[src/hw/rtl/hrf_pkg.sv]
// ----------------------------------------------------------------------------
// hrf_pkg
// Types and constants shared by the HTTP response framer.
// ----------------------------------------------------------------------------
package hrf_pkg;

  localparam int unsigned HeaderCapacity = 2048;
  localparam int unsigned HdrCntW = 12;
  localparam logic [9:0] StatusMax = 10'd599;
  localparam logic [9:0] StatusSat = 10'd600;

  // register addresses
  localparam logic [1:0] REG_MAX_LEN = 2'd0;

  // opcodes
  localparam logic [1:0] OP_BYTE    = 2'd0;
  localparam logic [1:0] OP_CLOSE   = 2'd1;
  localparam logic [1:0] OP_RESTART = 2'd2;

  // error codes
  localparam logic [3:0] ERR_NONE     = 4'd0;
  localparam logic [3:0] ERR_STATUS   = 4'd1;
  localparam logic [3:0] ERR_CODE     = 4'd2;
  localparam logic [3:0] ERR_LEN      = 4'd3;
  localparam logic [3:0] ERR_HDR_LONG = 4'd4;
  localparam logic [3:0] ERR_LEN_MAX  = 4'd5;
  localparam logic [3:0] ERR_BODY_MAX = 4'd6;
  localparam logic [3:0] ERR_BODY_LEN = 4'd7;
  localparam logic [3:0] ERR_CLOSED   = 4'd8;

  // line matcher positions
  localparam logic [4:0] LS_WS   = 5'd15;
  localparam logic [4:0] LS_DIG  = 5'd16;
  localparam logic [4:0] LS_SKIP = 5'd18;
  localparam logic [4:0] ST_REST = 5'd11;

  typedef enum logic [4:0] {
    PH_STATUS = 5'b00001,
    PH_HEADER = 5'b00010,
    PH_BODY   = 5'b00100,
    PH_FAIL   = 5'b01000,
    PH_DONE   = 5'b10000
  } phase_t;

  typedef struct packed {
    logic       body_valid;
    logic [7:0] body_byte;
    logic       headers_done;
    logic [9:0] status_code;
    logic [31:0] content_length;
    logic       has_content_length;
    logic [31:0] body_received;
    logic       done_res;
    logic       success;
    logic [3:0] error_code;
  } result_t;

  function automatic logic [7:0] cl_char(input logic [4:0] i);
    case (i)
      5'd0:  cl_char = "C";
      5'd1:  cl_char = "o";
      5'd2:  cl_char = "n";
      5'd3:  cl_char = "t";
      5'd4:  cl_char = "e";
      5'd5:  cl_char = "n";
      5'd6:  cl_char = "t";
      5'd7:  cl_char = "-";
      5'd8:  cl_char = "L";
      5'd9:  cl_char = "e";
      5'd10: cl_char = "n";
      5'd11: cl_char = "g";
      5'd12: cl_char = "t";
      5'd13: cl_char = "h";
      5'd14: cl_char = ":";
      default: cl_char = 8'd0;
    endcase
  endfunction

  function automatic logic [7:0] http_char(input logic [4:0] i);
    case (i)
      5'd0: http_char = "H";
      5'd1: http_char = "T";
      5'd2: http_char = "T";
      5'd3: http_char = "P";
      5'd4: http_char = "/";
      default: http_char = 8'd0;
    endcase
  endfunction

endpackage

[src/hw/rtl/http_response_framer.sv]
// Each result is registered into the output queue as its input is taken.
// Throughput: one input transfer per cycle while the output queue is not full.
// A two-entry output buffer keeps input flowing while a result waits.
// Reset: synchronous; clears parser state, max_body_len returns to 65536.
// ----------------------------------------------------------------------------
// http_response_framer
// Byte-serial HTTP response header parser and body framer.
// ----------------------------------------------------------------------------
module http_response_framer (
  input  logic         clk,
  input  logic         rst,
  input  logic         s_tvalid,
  output logic         s_tready,
  input  logic [15:0]  s_tdata,   // [1:0] opcode, [9:2] in_byte, rest zero
  output logic         m_tvalid,
  input  logic         m_tready,
  output logic [95:0]  m_tdata,   // body_valid, body_byte, headers_done, status_code,
                                  // content_length, has_content_length,
                                  // body_received, done_res, success, error_code,
                                  // rest zero
  input  logic         psel,
  input  logic         penable,
  input  logic         pwrite,
  input  logic [1:0]   paddr,
  input  logic [31:0]  pwdata,
  output logic [31:0]  prdata,
  output logic         pready
);
  import hrf_pkg::*;

  logic [31:0] max_body_len;
  result_t     res;
  result_t     buf0, buf1;
  logic [1:0]  count;
  logic        s_xfer, m_xfer;

  assign pready = 1'b1;
  assign prdata = (paddr == REG_MAX_LEN) ? max_body_len : 32'd0;

  // config register
  always_ff @(posedge clk) begin
    if (rst) max_body_len <= 32'd65536;
    else if (psel && penable && pwrite && paddr == REG_MAX_LEN) max_body_len <= pwdata;
  end

  assign s_tready = (count != 2'd2);
  assign s_xfer   = s_tvalid && s_tready;
  assign m_tvalid = (count != 2'd0);
  assign m_xfer   = m_tvalid && m_tready;

  hrf_core u_core (
    .clk          (clk),
    .rst          (rst),
    .step         (s_xfer),
    .opcode       (s_tdata[1:0]),
    .in_byte      (s_tdata[9:2]),
    .max_body_len (max_body_len),
    .res          (res)
  );

  // two-entry output queue, head in buf0
  always_ff @(posedge clk) begin
    if (rst) begin
      count <= 2'd0;
    end else begin
      count <= count + {1'b0, s_xfer} - {1'b0, m_xfer};
    end
  end

  always_ff @(posedge clk) begin
    if (m_xfer) begin
      buf0 <= (count == 2'd2) ? buf1 : res;
      if (s_xfer) buf1 <= res;
    end else if (s_xfer) begin
      if (count == 2'd0) buf0 <= res;
      else buf1 <= res;
    end
  end

  assign m_tdata = {5'd0, buf0.error_code, buf0.success, buf0.done_res,
                    buf0.body_received, buf0.has_content_length, buf0.content_length,
                    buf0.status_code, buf0.headers_done, buf0.body_byte,
                    buf0.body_valid};

endmodule

[src/hw/rtl/hrf_core.sv]
// ----------------------------------------------------------------------------
// hrf_core
// Per-byte parser state and result formation, one event per cycle while step is high.
// ----------------------------------------------------------------------------
module hrf_core (
  input  logic              clk,
  input  logic              rst,
  input  logic              step,
  input  logic [1:0]        opcode,
  input  logic [7:0]        in_byte,
  input  logic [31:0]       max_body_len,
  output hrf_pkg::result_t  res
);
  import hrf_pkg::*;

  phase_t               phase, phase_next;
  logic [HdrCntW-1:0]   header_count, header_count_next;
  logic [1:0]           term_match, term_match_next;
  logic [4:0]           line_state, line_state_next;
  logic [9:0]           status_accum, status_accum_next;
  logic [32:0]          length_accum, length_accum_next;
  logic                 length_seen, length_seen_next;
  logic [31:0]          body_count, body_count_next;
  logic [3:0]           error_state, error_state_next;
  logic                 bv, hd;

  logic       is_dig, is_blank;
  logic [3:0] dval;
  logic [13:0] st_mul;
  logic [36:0] len_mul;
  logic [32:0] body_inc;

  assign is_dig   = (in_byte >= "0") && (in_byte <= "9");
  assign is_blank = (in_byte == " ") || (in_byte == 8'h09);
  assign dval     = 4'(in_byte - "0");
  assign st_mul   = {4'd0, status_accum} * 14'd10 + {10'd0, dval};
  assign len_mul  = {4'd0, length_accum} * 37'd10 + {33'd0, dval};
  assign body_inc = {1'b0, body_count} + 33'd1;

  // next-state logic
  always_comb begin
    logic crlf, term;
    logic [3:0] err;
    phase_next        = phase;
    header_count_next = header_count;
    term_match_next   = term_match;
    line_state_next   = line_state;
    status_accum_next = status_accum;
    length_accum_next = length_accum;
    length_seen_next  = length_seen;
    body_count_next   = body_count;
    error_state_next  = error_state;
    bv = 1'b0;
    hd = 1'b0;
    crlf = 1'b0;
    term = 1'b0;
    err = ERR_NONE;
    if (opcode == OP_RESTART) begin
      phase_next        = PH_STATUS;
      header_count_next = '0;
      term_match_next   = '0;
      line_state_next   = '0;
      status_accum_next = '0;
      length_accum_next = '0;
      length_seen_next  = 1'b0;
      body_count_next   = '0;
      error_state_next  = ERR_NONE;
    end else if (opcode == OP_CLOSE) begin
      if (phase == PH_BODY) begin
        phase_next = PH_DONE;
        if (length_seen) error_state_next = ERR_CLOSED;
      end else if (phase == PH_STATUS || phase == PH_HEADER) begin
        error_state_next = ERR_CLOSED;
        phase_next = PH_FAIL;
      end
    end else if (opcode == OP_BYTE) begin
      if (phase == PH_STATUS || phase == PH_HEADER) begin
        if (header_count >= HdrCntW'(HeaderCapacity)) begin
          error_state_next = ERR_HDR_LONG;
          phase_next = PH_FAIL;
        end else begin
          header_count_next = header_count + 1'b1;
          if (in_byte == 8'h0d) begin
            term_match_next = (term_match == 2'd2) ? 2'd3 : 2'd1;
          end else if (in_byte == 8'h0a) begin
            crlf = (term_match == 2'd1) || (term_match == 2'd3);
            term = (term_match == 2'd3);
            term_match_next = (term_match == 2'd1) ? 2'd2 : 2'd0;
          end else begin
            term_match_next = 2'd0;
          end
          if (phase == PH_STATUS) begin
            if (line_state < 5'd5) begin
              if (in_byte == http_char(line_state)) line_state_next = line_state + 5'd1;
              else begin err = ERR_STATUS; line_state_next = ST_REST; end
            end else if (line_state == 5'd5 || line_state == 5'd7) begin
              if (is_dig) line_state_next = line_state + 5'd1;
              else begin err = ERR_STATUS; line_state_next = ST_REST; end
            end else if (line_state == 5'd6) begin
              if (in_byte == ".") line_state_next = 5'd7;
              else if (!is_dig) begin err = ERR_STATUS; line_state_next = ST_REST; end
            end else if (line_state == 5'd8) begin
              if (is_blank) line_state_next = 5'd9;
              else if (!is_dig) begin err = ERR_STATUS; line_state_next = ST_REST; end
            end else if (line_state == 5'd9) begin
              if (is_dig) begin
                status_accum_next = {6'd0, dval};
                line_state_next = 5'd10;
              end else if (!is_blank) begin
                err = ERR_STATUS; line_state_next = ST_REST;
              end
            end else if (line_state == 5'd10) begin
              if (is_dig) begin
                status_accum_next = (st_mul > 14'(StatusMax)) ? StatusSat : st_mul[9:0];
              end else begin
                if (status_accum > StatusMax) err = ERR_CODE;
                line_state_next = ST_REST;
              end
            end
          end else begin
            if (line_state < 5'd15) begin
              if (in_byte == cl_char(line_state)) line_state_next = line_state + 5'd1;
              else line_state_next = LS_SKIP;
            end else if (line_state == LS_WS) begin
              if (is_dig) begin
                length_accum_next = {29'd0, dval};
                line_state_next = LS_DIG;
              end else if (!is_blank) begin
                err = ERR_LEN; line_state_next = LS_SKIP;
              end
            end else if (line_state == LS_DIG) begin
              if (is_dig) begin
                if (len_mul[36:32] != 5'd0) begin
                  length_accum_next = {1'b1, 32'd0};
                  err = ERR_LEN;
                end else begin
                  length_accum_next = len_mul[32:0];
                end
              end else begin
                if (in_byte == 8'h0d) length_seen_next = 1'b1;
                else err = ERR_LEN;
                line_state_next = LS_SKIP;
              end
            end
          end
          if (error_state == ERR_NONE) error_state_next = err;
          if (crlf) begin
            phase_next = PH_HEADER;
            line_state_next = '0;
          end
          if (term) begin
            if (error_state_next != ERR_NONE) begin
              phase_next = PH_FAIL;
            end else if (length_seen_next &&
                         length_accum_next > {1'b0, max_body_len}) begin
              error_state_next = ERR_LEN_MAX;
              phase_next = PH_FAIL;
            end else begin
              hd = 1'b1;
              phase_next = (length_seen_next && length_accum_next == '0) ? PH_DONE : PH_BODY;
            end
          end
        end
      end else if (phase == PH_BODY) begin
        if (body_count >= max_body_len) begin
          error_state_next = ERR_BODY_MAX;
          phase_next = PH_DONE;
        end else if (length_seen && body_inc > length_accum) begin
          error_state_next = ERR_BODY_LEN;
          phase_next = PH_DONE;
        end else begin
          bv = 1'b1;
          body_count_next = body_inc[31:0];
          if (length_seen && body_inc == length_accum) phase_next = PH_DONE;
        end
      end
    end
  end

  // state registers
  always_ff @(posedge clk) begin
    if (rst) begin
      phase        <= PH_STATUS;
      header_count <= '0;
      term_match   <= '0;
      line_state   <= '0;
      status_accum <= '0;
      length_accum <= '0;
      length_seen  <= 1'b0;
      body_count   <= '0;
      error_state  <= ERR_NONE;
    end else if (step) begin
      phase        <= phase_next;
      header_count <= header_count_next;
      term_match   <= term_match_next;
      line_state   <= line_state_next;
      status_accum <= status_accum_next;
      length_accum <= length_accum_next;
      length_seen  <= length_seen_next;
      body_count   <= body_count_next;
      error_state  <= error_state_next;
    end
  end

  // result formed from next state
  always_comb begin
    logic acc, done;
    acc = (phase_next == PH_BODY) || (phase_next == PH_DONE);
    done = (phase_next == PH_FAIL) || (phase_next == PH_DONE);
    res.body_valid         = bv;
    res.body_byte          = bv ? in_byte : 8'd0;
    res.headers_done       = hd;
    res.status_code        = acc ? status_accum_next : 10'd0;
    res.content_length     = (acc && length_seen_next) ? length_accum_next[31:0] : 32'd0;
    res.has_content_length = acc && length_seen_next;
    res.body_received      = body_count_next;
    res.done_res           = done;
    res.success            = done && (error_state_next == ERR_NONE);
    res.error_code         = done ? error_state_next : ERR_NONE;
  end

endmodule

[config.mk]
export PLATFORM = sky130hd
export DESIGN_NAME = http_response_framer
export DESIGN_NICKNAME = d
export VERILOG_FILES = /design/src/hw/rtl/hrf_pkg.sv /design/src/hw/rtl/http_response_framer.sv /design/src/hw/rtl/hrf_core.sv
export SDC_FILE = /design/constraint.sdc
export NUM_CORES = 1
export LEC_CHECK = 0
export ABC_AREA = 1
export BUFFER_PORTS_ARGS = -buffer_cell sky130_fd_sc_hd__buf_2
export CORE_MARGIN = 2
export CORE_UTILIZATION = 35
export CTS_CLUSTER_DIAMETER = 100
export DETAILED_ROUTE_END_ITERATION = 8
export GPL_ROUTABILITY_DRIVEN = 1
export HOLD_SLACK_MARGIN = 0.02
export SLEW_MARGIN = 10
export SYNTH_ARGS = -nofsm -noshare
export SYNTH_HDL_FRONTEND = slang
export SYNTH_SLANG_ARGS = --single-unit
export TNS_END_PERCENT = 1
[constraint.sdc]
create_clock -name clk -period 13.9 [get_ports clk]
set_clock_uncertainty 0.05 [all_clocks]
set_input_delay 0.695 -clock clk [delete_from_list [all_inputs] [get_ports clk]]
set_output_delay 0.695 -clock clk [all_outputs]
set_load 0.01 [all_outputs]
==> key figures, run 1 <==
Logic synthesis
  • Leading post-synthesis cells by cell area: edfxtp_1, nand2_1, dfxtp_1, ha_1, inv_1
  • Synth Cell Area: 0.0246 mm2
  • Distinct cell type count after synthesis: 68
  • Mean Syn Cell Area: 7.03 um2
  • Number of enable flip-flop cells after synthesis: 182
  • Seq/Total Area, Yosys: 34.1%
  • Flops & latches, synth: 327
  • Most instantiated cells after synthesis: nand2_1, inv_1, nor2_1
  • Ys Warns: 0
  • Cell count after synthesis: 3494
  • Ys flop type: edfxtp_1
  • Area share of the largest cell type after synthesis: 22.2%
  • Largest area contributor in the netlist: edfxtp_1
  • Ys async rst share: 0%
  • Count leader, synth: nand2_1

Finish
  • Final nets: 3869
  • Post-route cell area: 0.0276 mm2
  • P&R area growth vs syn: 12.4%
  • Layout cells sized above 1: 10.7%
  • Ant diodes: 0
  • Reg area: 0.00837 mm2
  • Fillers: 7401
  • Multi-input logic area: 0.0137 mm2

STA
  • Count of final setup violators: 0
  • Slew Limit Fails: 0
  • Final Hold Viols: 0
  • Crit path time final: 9.39 ns
  • Achievable Freq: 0.107 GHz
  • Period utilisation layout: 67.5%
  • Setup TNS: 0 ns
  • Slew @ Worst Pin: 1.34 ns
  • Slew HR: 9.77%
  • RSZ-0062 raised after global routing: false

Floorplan
  • Die width: 269 um
  • Starting density of the core: 35.2%
  • Total die area: 0.0723 mm2
  • Num rows: 97
  • Ports: 188
  • Core area: 0.0698 mm2
  • Die Span Y: 269 um

Setup path
  • Worst flop-to-flop path startpoint: u_core.length_accum[0]
  • Critical path data required time: 14.11 ns
  • Crit-path max cell delay: 0.79 ns
  • Worst Reg2Reg Path Length in Cells: 53
  • Reg2Reg Setup Slack: 4.51 ns
  • Critical path endpoint category: flip-flop
  • Worst path bufs/invs: 3
  • Critical R2R Capture: m_tdata[52]
  • CP startpoint kind: flip-flop
  • CP delay by family, top: simple AND/OR/NAND/NOR gates
  • CP arrival: 9.59 ns
  • Worst path most repeated cell: nand2_1
  • Setup CP Type: flip-flop to flip-flop
  • Slowest-stage cell, CP: nand2_4
  • Worst Path Max Fanout: 43

Clock tree
  • CTS Buf Count: 38
  • Clock sinks: 327
  • CTS root buffer: clkbuf_16
  • CTS tree: done
  • Skew-Pair Late Insertion Delay: 0.57 ns
  • Post-CTS Hold Fix Bufs: 0
  • CTS clock-pin slew for the worst setup and hold paths: 0.06 ns
  • H-tree levels: 2
  • CTS resizes: 0
  • Total setup buffers inserted after CTS: 0
  • CTS Buffer Depth: 3

Routing
  • Via count: 23062
  • Wire per inst: 16.8 um
  • Residual DRC count: 0
  • Routed WL: 77.0 mm
  • Drt pass-1 iters: 7
  • Initial DRC count: 2267
  • Antenna Nets Post-Route: 0
  • Drt via density: 5.03

Global route
  • Largest net degree at the start of global routing: 116
  • Met1 usage: 28.9%
  • Initial antenna violation count: 0
  • Vias in the first global route: 21074
  • Congestion Overflow GR: 0
  • M2 GR Usage: 33.8%
  • Met3 usage: 3.62%
  • Most Crowded Layer GR: met2
  • Gr usage total: 21.1%
  • First-pass GRT wire length: 119 mm

Place
  • Hpwl dp: 58.3 mm
  • GPL Wtd Cong: 0.908
  • IO buf count: 175
  • Area after DPL: 0.0263 mm2

Pwr
  • Peak supply drop: 0.0000921 V
  • Total power: 4.37 mW
  • Power Dens Cells: 158 mW/mm2
  • Leakage power: 13.4 nW

Outcome
  • Status: finished, final reports clean

Worst hold path
  • Hold Path Depth: 3
  • Hold Startpoint: pwdata[5]
  • Worst hold path type: primary input to flip-flop
  • Hold Path End: max_body_len[5]

Flow run
  • Max Cap Viol: 0
==> placed cells by master (no fill, tap or decap), types with 8 or more instances in the layout <==
cell type  count
a211oi_1      12
a21oi_1      332
a21oi_2        9
buf_2        175
buf_4         34
clkbuf_1       8
clkbuf_16     41
clkinv_1      12
dfxtp_1      145
edfxtp_1     182
ha_1         196
inv_1        505
inv_2         22
nand2_1      814
nand2_2       22
nand3_1      127
nand4_1       83
nor2_1       335
nor2_2        24
nor2_4        28
nor3_1        35
nor4_1         8
o211ai_1      23
o21ai_0      260
o21ai_1       13
xor2_1        66
==> logic make-up after synthesis <==
family | synth area share [%]
AO/OA/AOI/OAI | 15.6
multiplexers | 0.0458
flip-flops | 34.1
AND/OR/NAND/NOR | 26.8
XOR/XNOR | 2.57
buffers and inverters | 10.6
other | 0.0306
adder cells (fa/ha/maj) | 10.3
==> metal layers <==
metal,routed length (um),vias to the layer above
met1,35200,10447
li1,-,11732
met2,34100,762
met3,5610,121
met4,2140,0
met5,0,-
==> worst max path at each step <==
stage / from / end / slack [ns] / depth (start not counted)
5_1_grt: u_core.length_accum[0] / m_tdata[52] / 3.83 / 53
4_1_cts: u_core.length_accum[0] / m_tdata[52] / 4.74 / 53
3_5_place_dp: u_core.length_accum[0] / m_tdata[52] / 4.79 / 53
2_1_floorplan: u_core.length_accum[1] / buf1[41] / 7.61 / 53
3_3_place_gp: u_core.length_accum[0] / m_tdata[52] / 4.85 / 53
6_report: u_core.length_accum[0] / m_tdata[52] / 4.51 / 53
==> state kept, by name, indices dropped and copies added, names as in the netlist, named ones only <==
signal / count
max_body_len: 32
count: 2
u_core.line_state: 5
buf1: 91
u_core.length_seen: 1
u_core.length_accum: 33
m_tdata: 91
u_core.term_match: 2
u_core.header_count: 12
u_core.body_count: 32
u_core.phase: 5
u_core.status_accum: 10
u_core.error_state: 4
==> worst reg2reg max path, delay by kind of cell (launching register included) <==
| kind | cells | cell delay [ns] |
|---|---|---|
| AO/OA/AOI/OAI | 12 | 1.91 |
| AND/OR/NAND/NOR | 34 | 5.10 |
| adder cells (fa/ha/maj) | 4 | 1.15 |
| buffers and inverters | 3 | 0.33 |
| flip-flops | 1 | 0.55 |
==> metrics by stage <==
| stage | hold slack [ns] | util [%] | setup slack, ns | instances |
|---|---|---|---|---|
| after floorplan | 0.394 | - | 7.61 | 3498 |
| after CTS | 0.337 | 39.6 | 4.74 | 4581 |
| final | 0.362 | 39.6 | 4.51 | 4581 |
| after global routing | 0.362 | 39.6 | 3.83 | 4581 |
| after detailed placement | 0.412 | 37.8 | 4.79 | 4512 |
| after global placement | 0.407 | 37.8 | 4.85 | 4512 |
==> final cells by class <==
| class | instances | area share [%] |
|---|---|---|
| clock inverters | 20 | 0.761 |
| repair buffers | 209 | 4.10 |
| flip-flops and latches | 327 | 30.3 |
| clock buffers | 49 | 3.82 |
| inverters | 535 | 7.28 |
| well taps | 940 | 4.26 |
| multi-input cells | 2501 | 49.5 |
==> power by group <==
part | internal [mW] | leakage [nW] | switching [mW]
clock network | 0.613 | 0.616 | 0.422
registers | 1.34 | 2.98 | 0.146
logic | 0.579 | 9.81 | 1.26
total | 2.53 | 13.4 | 1.83
No activity file was read; power rests on OpenSTA's default activity.
==> run 2: changes to the inputs <==
- clock period: 13.9 -> 7.77 ns (I/O delays scaled with it)
==> key figures, run 2 (synthesized netlist as in run 1, its figures left out) <==
Outcome
  • Status: finished, final reports clean

Pwr
  • Switching power total: 3.35 mW (+83%)
  • Power Dens Cells: 282 mW/mm2 (+78%)
  • Internal power: 4.58 mW (+81%)
  • Sequential share of power: 33.7% (-0.4 points)
  • Sw Ratio: 42.3% (+0.31 points)
  • Peak supply drop: 0.000232 V (+150%)
  • Clk pwr share: 23.0% (-0.7 points)
  • Combinational power share: 43.2% (+1.0 points)
  • Leakage power: 13.6 nW (+1.8%)
  • Total power: 7.94 mW (+82%)

Finish
  • Ant diodes: 0 (unchanged)
  • Final nets: 3917 (+1.2%)
  • Commonest non-fill, non-tap cell in the layout: nand2_1
  • P&R area growth vs syn: 14.8%
  • Post-route cell area: 0.0282 mm2 (+2.1%)
  • Fillers: 7291 (-1.5%)
  • Layout cells sized above 1: 13.3% (+2.6 points)
  • Most frequent cells in the layout: nand2_1, inv_1, a21oi_1, nor2_1, o21ai_0

STA
  • Setup TNS: 0 ns (unchanged)
  • Achievable Freq: 0.138 GHz (+30%)
  • Period utilisation layout: 93.2% (+26 points)
  • Crit path time final: 7.24 ns (-2.14 ns)
  • Slew HR: 9.68% (-0.096 points)
  • Slew Limit Fails: 0 (unchanged)
  • Count of final setup violators: 0 (unchanged)
  • Final Hold Viols: 0 (unchanged)
  • Slew @ Worst Pin: 1.34 ns (+0.00142 ns)

Place
  • GPL Wtd Cong: 0.937 (+3.2%)
  • Hpwl dp: 60.1 mm (+3.0%)
  • IO buf count: 175 (unchanged)
  • Area after DPL: 0.0268 mm2 (+1.5%)

Setup path
  • Crit path launch: u_core.length_accum[1]
  • CP startpoint kind: flip-flop
  • CP delay by family, top: simple AND/OR/NAND/NOR gates
  • Worst Path Max Fanout: 15 (-65%)
  • Worst flop-to-flop path startpoint: u_core.length_accum[1]
  • Reg2Reg Setup Slack: 0.53 ns (-3.99 ns)
  • Critical path data required time: 8.02 ns (-6.09 ns)
  • Worst path bufs/invs: 5 (+2)
  • Critical R2R Capture: m_tdata[23]
  • Worst Reg2Reg Path Length in Cells: 54 (+1.9%)
  • WP depth: 54 (+1.9%)
  • CP arrival: 7.49 ns (-2.10 ns)
  • Slowest-stage cell, CP: fa_2
  • Setup CP Type: flip-flop to flip-flop
  • Critical path endpoint category: flip-flop
  • Worst path most repeated cell: nand2_1
  • Crit-path max cell delay: 0.48 ns (-0.31 ns)
  • Critical Path Sink: m_tdata[23]

Worst hold path
  • Worst hold path type: primary input to flip-flop

Floorplan
  • Die width: 269 um (unchanged)
  • Starting density of the core: 35.2% (unchanged)
  • Ports: 188 (unchanged)
  • Num rows: 97 (unchanged)
  • Die Span Y: 269 um (unchanged)
  • Core area: 0.0698 mm2 (unchanged)
  • Total die area: 0.0723 mm2 (unchanged)

Global route
  • Largest net degree at the start of global routing: 105 (-9.5%)
  • First-pass GRT wire length: 120 mm (+0.89%)
  • Congestion Overflow GR: 0 (unchanged)
  • Initial antenna violation count: 0 (unchanged)
  • Vias in the first global route: 21053 (-0.10%)
  • Gr usage total: 21.3% (+0.27 points)

Clock tree
  • Post-CTS Hold Fix Bufs: 0 (unchanged)
  • Skew-Pair Late Insertion Delay: 0.57 ns (about the same)
  • CTS Buffer Depth: 3 (unchanged)
  • H-tree levels: 2 (unchanged)
  • CTS tree: done
  • Clock sinks: 327 (unchanged)
  • CTS root buffer: clkbuf_16
  • CTS Buf Count: 37 (-2.6%)
  • CTS clock-pin slew for the worst setup and hold paths: 0.07 ns (about the same)

Routing
  • Met2 WL post-DR: 34.7 mm (+1.8%)
  • Routed WL: 78.5 mm (+2.0%)
  • Max Used Layer: met4
  • Drt via density: 5.02 (-0.20%)
  • Residual DRC count: 0 (unchanged)
  • Met3 wire len: 5.51 mm (-1.8%)
  • Drt pass-1 iters: 6 (-1)
  • Wire per inst: 17.0 um (+0.90%)
  • Initial DRC count: 2060 (-9.1%)
  • Antenna Nets Post-Route: 0 (unchanged)
  • DRT met1 WL: 35.9 mm (+2.1%)
  • Via count: 23257 (+0.85%)

Flow run
  • Max Cap Viol: 0 (unchanged)
[run 2: cell count changes in the layout (fill, tap and decap cells not counted), sizes merged]
cell / delta
clkinvlp: +1
inv: +1
bufinv: -1
clkbuf: +1
clkinv: -3
buf: +49
[run 2: power groups by stage]
stage | clock, mW | sequential [mW] | combinational, mW
6_report | 1.83 | 2.68 | 3.43
4_1_cts | 1.86 | 2.68 | 3.37
3_3_place_gp | 0 | 2.71 | 3.32
3_5_place_dp | 0 | 2.72 | 3.35
2_1_floorplan | 0 | 2.79 | 2.13
5_1_grt | 1.92 | 2.73 | 3.85
[run 2: final cells by class]
type	instances	area, um2	area share, %
repair buffers	258	1570	5.56
inverters	535	2010	7.13
flip-flops and latches	327	8400	29.8
well taps	940	1180	4.17
clock buffers	50	1050	3.71
clock inverters	18	185	0.657
multi-input cells	2501	13800	49.0
[run 2: what timing repair did]
item / 4_1_cts / 5_1_grt
setup endpoints to repair: 0 / 142
gates resized for setup: 0 / 73
setup buffers: 0 / 2
hold endpoints to repair: 0 / 0
[run 2: how the worst min path moves through the flow]
stage	from	endpoint	depth (start not counted)
2_1_floorplan	count[1]	count[1]	1
3_3_place_gp	max_body_len[16]	max_body_len[16]	2
3_5_place_dp	max_body_len[16]	max_body_len[16]	2
4_1_cts	pwdata[22]	max_body_len[22]	3
5_1_grt	pwdata[22]	max_body_len[22]	3
6_report	pwdata[22]	max_body_len[22]	3
[run 2: per-layer routing]
metal | global-route usage (%) | vias up
met4 | 6.74 | 0
met2 | 34.0 | 746
met3 | 3.58 | 123
li1 | - | 11815
met1 | 29.4 | 10573
met5 | 0 | -
[run 2: metrics by stage]
stage               hold slack [ns]  std cells  utilization, %  setup slack [ns]
global placement              0.408       4559            38.3             0.355
CTS                          0.0309       4627            40.1             0.269
global route                 0.0477       4629            40.4           -0.0651
finish                       0.0529       4629            40.4             0.526
floorplan                     0.394       3498               -              1.48
detailed placement            0.412       4559            38.3             0.310
[run 2: worst register-to-register path, delay by kind of cell (launching register included)]
kind / cells / cell delay [ns]
compound gates: 5 / 0.86
fa+ha+maj: 4 / 1.26
simple gates: 40 / 3.80
flops: 1 / 0.32
buf+inv: 5 / 0.68
